## src/sv/sc2a_pkg.sv

```systemverilog
package sc2a_pkg;

  localparam int unsigned CODE_W  = 8;
  localparam int unsigned CHAR_W  = 7;
  localparam int unsigned MAP_LEN = 58;

  localparam logic [CODE_W-1:0] RELEASE_BIT = 8'h80;
  localparam logic [6:0]        CODE_MASK   = 7'h7F;

  localparam logic [6:0] KEY_LSHIFT = 7'h2A;
  localparam logic [6:0] KEY_RSHIFT = 7'h36;
  localparam logic [6:0] KEY_CAPS   = 7'h3A;
  localparam logic [6:0] KEY_BKSP   = 7'h0E;
  localparam logic [6:0] KEY_ENTER  = 7'h1C;
  localparam logic [6:0] KEY_SPACE  = 7'h39;

  localparam logic [CHAR_W-1:0] CHR_BKSP  = 7'h08;
  localparam logic [CHAR_W-1:0] CHR_ENTER = 7'h0A;
  localparam logic [CHAR_W-1:0] CHR_SPACE = 7'h20;
  localparam logic [CHAR_W-1:0] CHR_A_LO  = 7'h61;
  localparam logic [CHAR_W-1:0] CHR_Z_LO  = 7'h7A;

  typedef struct packed {
    logic shift_held;
    logic caps_on;
  } sc2a_mods_t;

  // Main key block, codes 0 to 57; entries 58 to 63 pad the index range.
  localparam logic [CHAR_W-1:0] LOWER_MAP [64] = '{
    7'h00, 7'h00, 7'h31, 7'h32, 7'h33, 7'h34, 7'h35, 7'h36,
    7'h37, 7'h38, 7'h39, 7'h30, 7'h2D, 7'h3D, 7'h00, 7'h00,
    7'h71, 7'h77, 7'h65, 7'h72, 7'h74, 7'h79, 7'h75, 7'h69,
    7'h6F, 7'h70, 7'h5B, 7'h5D, 7'h00, 7'h00, 7'h61, 7'h73,
    7'h64, 7'h66, 7'h67, 7'h68, 7'h6A, 7'h6B, 7'h6C, 7'h3B,
    7'h27, 7'h60, 7'h00, 7'h5C, 7'h7A, 7'h78, 7'h63, 7'h76,
    7'h62, 7'h6E, 7'h6D, 7'h2C, 7'h2E, 7'h2F, 7'h00, 7'h2A,
    7'h00, 7'h20, 7'h00, 7'h00, 7'h00, 7'h00, 7'h00, 7'h00
  };

  localparam logic [CHAR_W-1:0] UPPER_MAP [64] = '{
    7'h00, 7'h00, 7'h21, 7'h40, 7'h23, 7'h24, 7'h25, 7'h5E,
    7'h26, 7'h2A, 7'h28, 7'h29, 7'h5F, 7'h2B, 7'h00, 7'h00,
    7'h51, 7'h57, 7'h45, 7'h52, 7'h54, 7'h59, 7'h55, 7'h49,
    7'h4F, 7'h50, 7'h7B, 7'h7D, 7'h00, 7'h00, 7'h41, 7'h53,
    7'h44, 7'h46, 7'h47, 7'h48, 7'h4A, 7'h4B, 7'h4C, 7'h3A,
    7'h22, 7'h7E, 7'h00, 7'h7C, 7'h5A, 7'h58, 7'h43, 7'h56,
    7'h42, 7'h4E, 7'h4D, 7'h3C, 7'h3E, 7'h3F, 7'h00, 7'h2A,
    7'h00, 7'h20, 7'h00, 7'h00, 7'h00, 7'h00, 7'h00, 7'h00
  };

endpackage

```

## src/sv/scancode_to_ascii_translator_unit.sv

```systemverilog
// Channel | Handshake           | Payload
// in      | in_valid / in_ready | scan_code[7:0]
// out     | out_valid/out_ready | ascii_char[6:0], char_valid
//
// One item per cycle sustained while out_ready stays high; each item passes
// through an input register, then the table lookup into the result register.
// Shift and caps flags update as an item moves into the result register, so
// items see them in order.
// Reset clears both flags and both stage valids.
// A stalled result holds; the input register can still take one more item if empty.
module scancode_to_ascii_translator_unit (
  input  logic                        clk,
  input  logic                        rst,
  input  logic                        in_valid,
  output logic                        in_ready,
  input  logic [sc2a_pkg::CODE_W-1:0] scan_code,
  output logic                        out_valid,
  input  logic                        out_ready,
  output logic [sc2a_pkg::CHAR_W-1:0] ascii_char,
  output logic                        char_valid
);
  import sc2a_pkg::*;

  logic              code_valid;
  logic [CODE_W-1:0] code;
  sc2a_mods_t        mods;
  sc2a_mods_t        mods_next;
  logic [CHAR_W-1:0] ascii_next;
  logic              advance;

  assign advance  = code_valid && (!out_valid || out_ready);
  assign in_ready = !code_valid || advance;

  sc2a_xlat u_xlat (
    .code      (code),
    .mods      (mods),
    .ascii     (ascii_next),
    .mods_next (mods_next)
  );

  always_ff @(posedge clk) begin
    if (rst) begin
      code_valid <= 1'b0;
    end else if (in_ready) begin
      code_valid <= in_valid;
    end
  end

  always_ff @(posedge clk) begin
    if (in_valid && in_ready) begin
      code <= scan_code;
    end
  end

  always_ff @(posedge clk) begin
    if (rst) begin
      mods      <= '0;
      out_valid <= 1'b0;
    end else begin
      if (advance) begin
        mods      <= mods_next;
        out_valid <= 1'b1;
      end else if (out_ready) begin
        out_valid <= 1'b0;
      end
    end
  end

  always_ff @(posedge clk) begin
    if (advance) begin
      ascii_char <= ascii_next;
      char_valid <= (ascii_next != '0);
    end
  end

endmodule

```

## src/sv/sc2a_xlat.sv

```systemverilog
module sc2a_xlat (
  input  logic [sc2a_pkg::CODE_W-1:0] code,
  input  sc2a_pkg::sc2a_mods_t        mods,
  output logic [sc2a_pkg::CHAR_W-1:0] ascii,
  output sc2a_pkg::sc2a_mods_t        mods_next
);
  import sc2a_pkg::*;

  logic [6:0]        key;
  logic [5:0]        idx;
  logic              in_map;
  logic [CHAR_W-1:0] base;
  logic [CHAR_W-1:0] upper;
  logic              use_upper;

  assign key    = code[6:0] & CODE_MASK;
  assign idx    = key[5:0];
  assign in_map = (key < 7'(MAP_LEN));
  assign base   = LOWER_MAP[idx];
  assign upper  = UPPER_MAP[idx];

  always_comb begin
    if (base inside {[CHR_A_LO:CHR_Z_LO]}) begin
      use_upper = mods.shift_held ^ mods.caps_on;
    end else begin
      use_upper = mods.shift_held;
    end
  end

  always_comb begin
    mods_next = mods;
    ascii     = '0;
    if ((code & RELEASE_BIT) != '0) begin
      // release: only shift keys matter, prefix bytes fall through here too
      if (key inside {KEY_LSHIFT, KEY_RSHIFT}) begin
        mods_next.shift_held = 1'b0;
      end
    end else begin
      case (key)
        KEY_LSHIFT, KEY_RSHIFT: mods_next.shift_held = 1'b1;
        KEY_CAPS:               mods_next.caps_on    = ~mods.caps_on;
        KEY_BKSP:               ascii = CHR_BKSP;
        KEY_ENTER:              ascii = CHR_ENTER;
        KEY_SPACE:              ascii = CHR_SPACE;
        default: begin
          if (in_map) begin
            ascii = use_upper ? upper : base;
          end
        end
      endcase
    end
  end

endmodule

```

## config.mk

```make
export PLATFORM = sky130hd
export DESIGN_NAME = scancode_to_ascii_translator_unit
export DESIGN_NICKNAME = d
export VERILOG_FILES = /design/src/sv/sc2a_pkg.sv /design/src/sv/scancode_to_ascii_translator_unit.sv /design/src/sv/sc2a_xlat.sv
export SDC_FILE = /design/constraint.sdc
export NUM_CORES = 1
export LEC_CHECK = 0
export BUFFER_PORTS_ARGS = -buffer_cell sky130_fd_sc_hd__buf_4
export CORE_MARGIN = 2
export CORE_UTILIZATION = 55
export CTS_BUF_LIST = sky130_fd_sc_hd__clkbuf_8
export DETAILED_ROUTE_END_ITERATION = 8
export GPL_ROUTABILITY_DRIVEN = 0
export PLACE_DENSITY = 0.81
export SETUP_SLACK_MARGIN = 0.05
export SYNTH_ARGS = -nofsm -noshare
export SYNTH_HDL_FRONTEND = slang
export SYNTH_SLANG_ARGS = --single-unit
```

## constraint.sdc

```tcl
create_clock -name clk -period 4.1 [get_ports clk]
set_clock_uncertainty 0.15 [all_clocks]
set_input_delay 0 -clock clk [delete_from_list [all_inputs] [get_ports clk]]
set_output_delay 0 -clock clk [all_outputs]
set_load 0.005 [all_outputs]
```

[Word-level counts from Yosys, hierarchy flattened]
Memories as Yosys holds them, arrays and structs flattened.
Cells that the tools add are included.
Storage, ports and cells
  register bits: 20
  memory bits (read-only): 896
  bits of input ports: 12
  output and inout port bits: 10
  word-level logic and storage cells: 53
  memories: 2
Operators by class
  $lt $le $gt $ge: 4
  eq/ne operators: 7
  mux-type cells: 14
  bitwise operators: 4
  reductions and logical operators: 15
Memory list
  (name not given): depth 64, bits a word 7, read ports 1, clocked after Yosys merged registers in 0, wr ports 0, line sc2a_xlat.sv:19  | assign base = LOWER_MAP[idx];
  (name not given): depth 64, bits a word 7, read ports 1, clocked after Yosys merged registers in 0, wr ports 0, line sc2a_xlat.sv:20  | assign upper = UPPER_MAP[idx];
Operator list (number)
  $mux 7: 7
  $eq 7x6->1 const B: 4
  $pmux 7 s4: 1
  $ge 7x7->1 const B: 2
  $eq 7x4->1 const B: 1
  $eq 7x5->1 const B: 1
  $le 7x7->1 const B: 1
  $lt 7x6->1 const B: 1
  $not 6->7: 1
  $reduce_bool 7->1: 1
  $mux 1: 6
  $reduce_and 3->1: 2
  $reduce_bool 2->1: 3
  $logic_and 1x1->1: 3
  $reduce_or 3->1: 1
  $logic_not 1->1: 2
  $logic_or 1x1->1: 2
  $ne 2x1->1 const B: 1
  $not 1->1: 2
  $reduce_or 2->1: 1
  $xor 1x1->1: 1

[Longest topological paths before layout]
  depth in word-level cells: 12
  depth in mapped cells: 14
  gate-level depth less buffers: 12

[By module]
From an unflattened synthesis, not the netlist that was laid out.
Unflattened totals
  cells, all modules: 238
  area total of the unflattened synthesis: 2033.2 um^2
Modules (own cells, without submodules)
  sc2a_xlat: times used 1, cells an instance 201, area each 1360.1 um^2, sequential area each 0.0 um^2
  scancode_to_ascii_translator_unit: times used 1, cells an instance 37, area each 673.1 um^2, sequential area each 560.5 um^2

[Least setup slack after synthesis]
No wires, ideal clock.
  path type: reg2reg
  start point: register code[1]
  end point: register char_valid, data pin
  setup time: 0.272 ns
  arrival: 3.442 ns
  required time: 3.678 ns
  path slack: 0.237 ns
  stages on the path, launching flop included: 14
  path buffers: 1
  period minus slack after synthesis: 3.863 ns
  path through: edfxtp_1 > buf_6 > inv_2 > ha_1 > nor2b_1 > o311ai_1 > nand3_1 > a221oi_2 > o21a_1 > o311ai_4 > xor2_4 > mux2i_1 > o22ai_1 > or4b_1
Between the ends
  longest elaborated chain between the ends: 12
  elaborated cells between the ends (all ways): 24
  those cells by class: order compare (3); eq/ne (6); mux (9); bitwise (1); reduce/logical (3); memory (2)
RTL lines
  start, declared: line scancode_to_ascii_translator_unit.sv:25  | logic [CODE_W-1:0] code;
  start signal, assigned: line scancode_to_ascii_translator_unit.sv:51  | code <= scan_code;
  $not 6->7 (implied by the code): line sc2a_xlat.sv:19, sc2a_xlat.sv:20
  $mem_v2 64x7
  $mux 7 (implied by the code) (2 in a row): line sc2a_xlat.sv:19
  $ge 7x7->1 or $le 7x7->1 (tied branches): line sc2a_xlat.sv:23  | if (base inside {[CHR_A_LO:CHR_Z_LO]}) begin
  $logic_and 1x1->1: line sc2a_xlat.sv:23
  $mux 1: line sc2a_xlat.sv:23
  $mux 7: line sc2a_xlat.sv:47  | ascii = use_upper ? upper : base;
  $mux 7: line sc2a_xlat.sv:46  | if (in_map) begin
  $pmux 7 s4 *: line sc2a_xlat.sv:39  | case (key)
  $mux 7 *: line sc2a_xlat.sv:33  | if ((code & RELEASE_BIT) != '0) begin
  $reduce_bool 7->1 *: line scancode_to_ascii_translator_unit.sv:72  | char_valid <= (ascii_next != '0);
  end signal, assigned: line scancode_to_ascii_translator_unit.sv:72
  end, declared: line scancode_to_ascii_translator_unit.sv:20  | output logic char_valid
Mark *: on every way between the ends. The rest lies on a longest branch, timed or not. The select of a mux whose other input is x is not followed.
A chain may end at the register's enable or synchronous reset.

[Final worst setup path]
  start point: register code[0]
  end point: register char_valid, data pin
The elaborated chain is that of the path after synthesis.

==> impl_metrics.csv <==
group,metric,value,unit
logic_synthesis,synth-compound-area-share,24.3,%
finish,final_nets,350,
global_route,grt-ovfl-total,0,
routing,finalWirelength,8000,um
sta,hold_violations,0,
global_route,grt_max_degree,64,
sta,worst_slew_pin_slew,0.996,ns
sta,setup_tns,0,ns
logic_synthesis,syn-num-nets,296,
logic_synthesis,synth_top_family_by_area,"simple AND/OR/NAND/NOR gates",
finish,layout-drive-gt1-share,36.5,%
critical_path,path_max_fanout,6,
critical_path,worst_ep_arrival_time,3.88,ns
sta,finalCriticalPeriod,4.01,ns
status,status,"complete, but fails checks",
finish,seq_area,561,um^2
critical_path,cpMostUsedCell,"o311ai_4",
routing,first_iter_violations,519,
logic_synthesis,async_reset_ff_share,0,%
routing,first_pass_iters,9,
run,max-cap-violations,0,
clock_tree,cts-root-buf,"clkbuf_8",
die,die_y,68.6,um
routing,final_antenna_net_count,0,
critical_path,crit_slowest_cell,"o311ai_4",
logic_synthesis,syn_avg_cell_area,8.51,um^2
global_route,grt_first_pass_wirelength,10400,um
critical_path,critPathLaunchType,"flop",
finish,antenna-diode-count,0,
clock_tree,path_clk_slew,0.09,ns
critical_path,cp-end-kind,"flop",
power,total_power,0.741,mW
finish,n_fill_cell,235,
logic_synthesis,synth_seq_cells,20,
logic_synthesis,synth_fa_ha_area_share,7.62,%
logic_synthesis,yosys-mux-area-fraction,6.53,%
global_route,grt_pass1_vias,2074,
logic_synthesis,synth_cell_types,73,
placement,dp_hpwl,4450,um
status,violations,"design-rule violations",
logic_synthesis,ys_seq_area_share,24.4,%
power,p_per_area,239,mW/mm^2
sta,slew_violations,0,
power,p_leak,1.21,nW
die,rows,23,
finish,fin_area,0.00310,mm^2
logic_synthesis,ys_warn_count,0,
critical_path,cpPeakStageDelay,0.56,ns
die,fp.coreArea,0.00400,mm^2
die,initial_core_util,57.5,%
die,io_pins,22,
die,die_width,68.6,um
routing,num_vias,2663,
sta,relSlewSlack,33.5,%
sta,rsz0062_at_grt,"true",
sta,setup_viol,0,
power,max-vdd-ir-drop,214,uV
logic_synthesis,synth-xor-area-share,1.96,%
routing,wl_per_cell,21.4,um
finish,multi_input_area,0.00178,mm^2
clock_tree,cts_tree,"done",
logic_synthesis,synthCells,270,
clock_tree,clock_latency,0.27,ns
min_path,hp-class,"in2reg",
die,die_area,0.00471,mm^2
critical_path,crit_type,"reg2reg",
clock_tree,numCtsBuffers,3,
global_route,antenna_found_initial,0,
logic_synthesis,synth_flop_cell,"edfxtp_1",
clock_tree,cts_sinks,20,
finish,syn_to_final_growth,34.8,%
global_route,grt_usage,29.6,%
routing,route.detailed.drc,21,
logic_synthesis,synth-simple-area-share,27.0,%
critical_path,crit_required,3.97,ns
clock_tree,htree_levels,1,
routing,vias_per_cell,7.14,
critical_path,crit_chain,"inv_2 -> buf_4 -> ha_4 -> nor2b_1 -> o311ai_4 -> nor3_2 -> a221oi_4 -> o21a_1 -> o311ai_4 -> xor2_4 -> mux2i_2 -> o22ai_1 -> or4b_4",
sta,fmax,249,MHz
logic_synthesis,synth-edff-count,16,
placement,placed_area,0.00248,mm^2
placement,io_buffers,21,
sta,fin_crit_sh,97.9,%
logic_synthesis,synth.cell_area,0.00230,mm^2
clock_tree,clockBufferDepth,2,
sta,hold-worst-slack,0.301,ns
path summary, 6_finish.rpt:
check | from | endpoint | slack [ns] | depth (start not counted)
min | scan_code[5] | code[5] | 0.30 | 2
min reg2reg | code_valid | out_valid | 0.37 | 2
max | code[0] | char_valid | 0.09 | 13
max reg2reg | code[0] | char_valid | 0.09 | 13
cell type report:
class | count | area share [%]
Inverter | 9 | 1.09
Clock buffer | 3 | 1.33
Clock inverter | 1 | 0.969
Sequential cell | 20 | 18.1
Tap cell | 50 | 2.02
Timing Repair Buffer | 68 | 19.1
Multi-Input combinational cell | 222 | 57.4
logic make-up after synthesis:
| kind of cell | count (synthesis) |
|---|---|
| multiplexers | 13 |
| adder cells (fa/ha/maj) | 14 |
| flip-flops | 20 |
| AND/OR/NAND/NOR | 115 |
| XOR/XNOR | 3 |
| buffers and inverters | 28 |
| AO/OA/AOI/OAI | 77 |
metrics by stage:
stage          cells  util, %  setup WS, ns
3_3_place_gp     336     62.1         0.226
3_5_place_dp     336     62.1         0.133
6_report         373     77.4        0.0866
5_1_grt          373     77.4       -0.0658
2_1_floorplan    270        -         0.237
4_1_cts          352     66.8        0.0648
cell usage after synthesis, types with 2 or more instances:
| library cell | instances | area (um^2) |
|---|---|---|
| nand2_1 | 18 | 67.6 |
| edfxtp_1 | 16 | 480 |
| dfxtp_1 | 4 | 80.1 |
| a221oi_1 | 4 | 35.0 |
| clkbuf_8 | 3 | 41.3 |
| nand3b_1 | 3 | 22.5 |
| or3b_2 | 2 | 17.5 |
| nand4_1 | 2 | 12.5 |
| buf_6 | 4 | 45.0 |
| a311oi_1 | 2 | 17.5 |
| o21ai_0 | 11 | 55.1 |
| o22ai_1 | 2 | 12.5 |
| and2b_1 | 2 | 15.0 |
| o41ai_1 | 2 | 17.5 |
| nor2b_1 | 12 | 75.1 |
| xor2_1 | 2 | 17.5 |
| ha_1 | 14 | 175 |
| inv_1 | 5 | 18.8 |
| nor4_1 | 4 | 25.0 |
| nand2b_1 | 7 | 43.8 |
| a31oi_1 | 5 | 31.3 |
| nand3_1 | 6 | 30.0 |
| a211oi_1 | 4 | 30.0 |
| or3_1 | 3 | 18.8 |
| clkbuf_1 | 3 | 11.3 |
| inv_2 | 4 | 15.0 |
| a21oi_1 | 22 | 110 |
| or4_1 | 2 | 15.0 |
| buf_2 | 3 | 15.0 |
| mux2i_1 | 9 | 90.1 |
| mux2_2 | 2 | 22.5 |
| or2_2 | 2 | 12.5 |
| o21a_1 | 2 | 15.0 |
| o211ai_1 | 3 | 22.5 |
| nor2_1 | 33 | 124 |
| nor3_1 | 8 | 40.0 |
| buf_4 | 4 | 30.0 |
layout by cell type, fill, tap and decap left out, types with 3 or more instances in the layout:
master and n:
nor2_1 33, nand2b_1 7, o21ai_0 11, edfxtp_1 16
nor4_1 3, buf_4 50, clkbuf_8 3, ha_2 4
ha_4 3, a211oi_1 4, nand3b_1 3, dfxtp_1 4
a31oi_1 4, nand3_1 5, a221oi_1 3, a21oi_1 21
mux2i_1 7, nor3_1 6, dlygate4sd3_1 12, nand2_1 17
o211ai_1 3, inv_2 5, nor2b_1 9, inv_1 4
ha_1 7
critical path: cells and delay by family, from the launching register on:
kind | cells | cell delay (ns)
buffers and inverters | 2 | 0.24
AO/OA/AOI/OAI | 5 | 1.08
AND/OR/NAND/NOR | 3 | 1.04
flip-flops | 1 | 0.42
XOR/XNOR | 1 | 0.31
multiplexers | 1 | 0.30
adder cells (fa/ha/maj) | 1 | 0.22
where the power goes:
group | leakage (nW) | internal [mW] | switching, mW
Clock | 0.0357 | 0.130 | 0.0742
Combinational | 0.990 | 0.132 | 0.164
Sequential | 0.185 | 0.232 | 0.00810
Total | 1.21 | 0.494 | 0.247
layer usage:
layer / share of wire, % / wire (um) / vias up / GRT usage (%)
met3: 12 / 955 / 92 / 6.66
met4: 6.8 / 541 / 0 / 12.5
met1: 36 / 2860 / 1195 / 38.3
met5: 0 / 0 / - / 0
met2: 45 / 3640 / 265 / 47.2
li1: - / - / 1111 / -
what timing repair did:
| item | 4_1_cts | 5_1_grt |
|---|---|---|
| buffers inserted | 0 | 20 |
| hold endpoints to repair | 12 | 0 |
| gates resized for setup | 0 | 46 |
| endpoints found under the setup margin | 0 | 1 |
| hold buffers | 12 | 0 |
sequential cells by signal, summed over array words and instances (netlist names):
name / cells
code: 8
ascii_char: 7
mods: 2
char_valid: 1
code_valid: 1
out_valid: 1
Power figures use the tool's default switching activity.
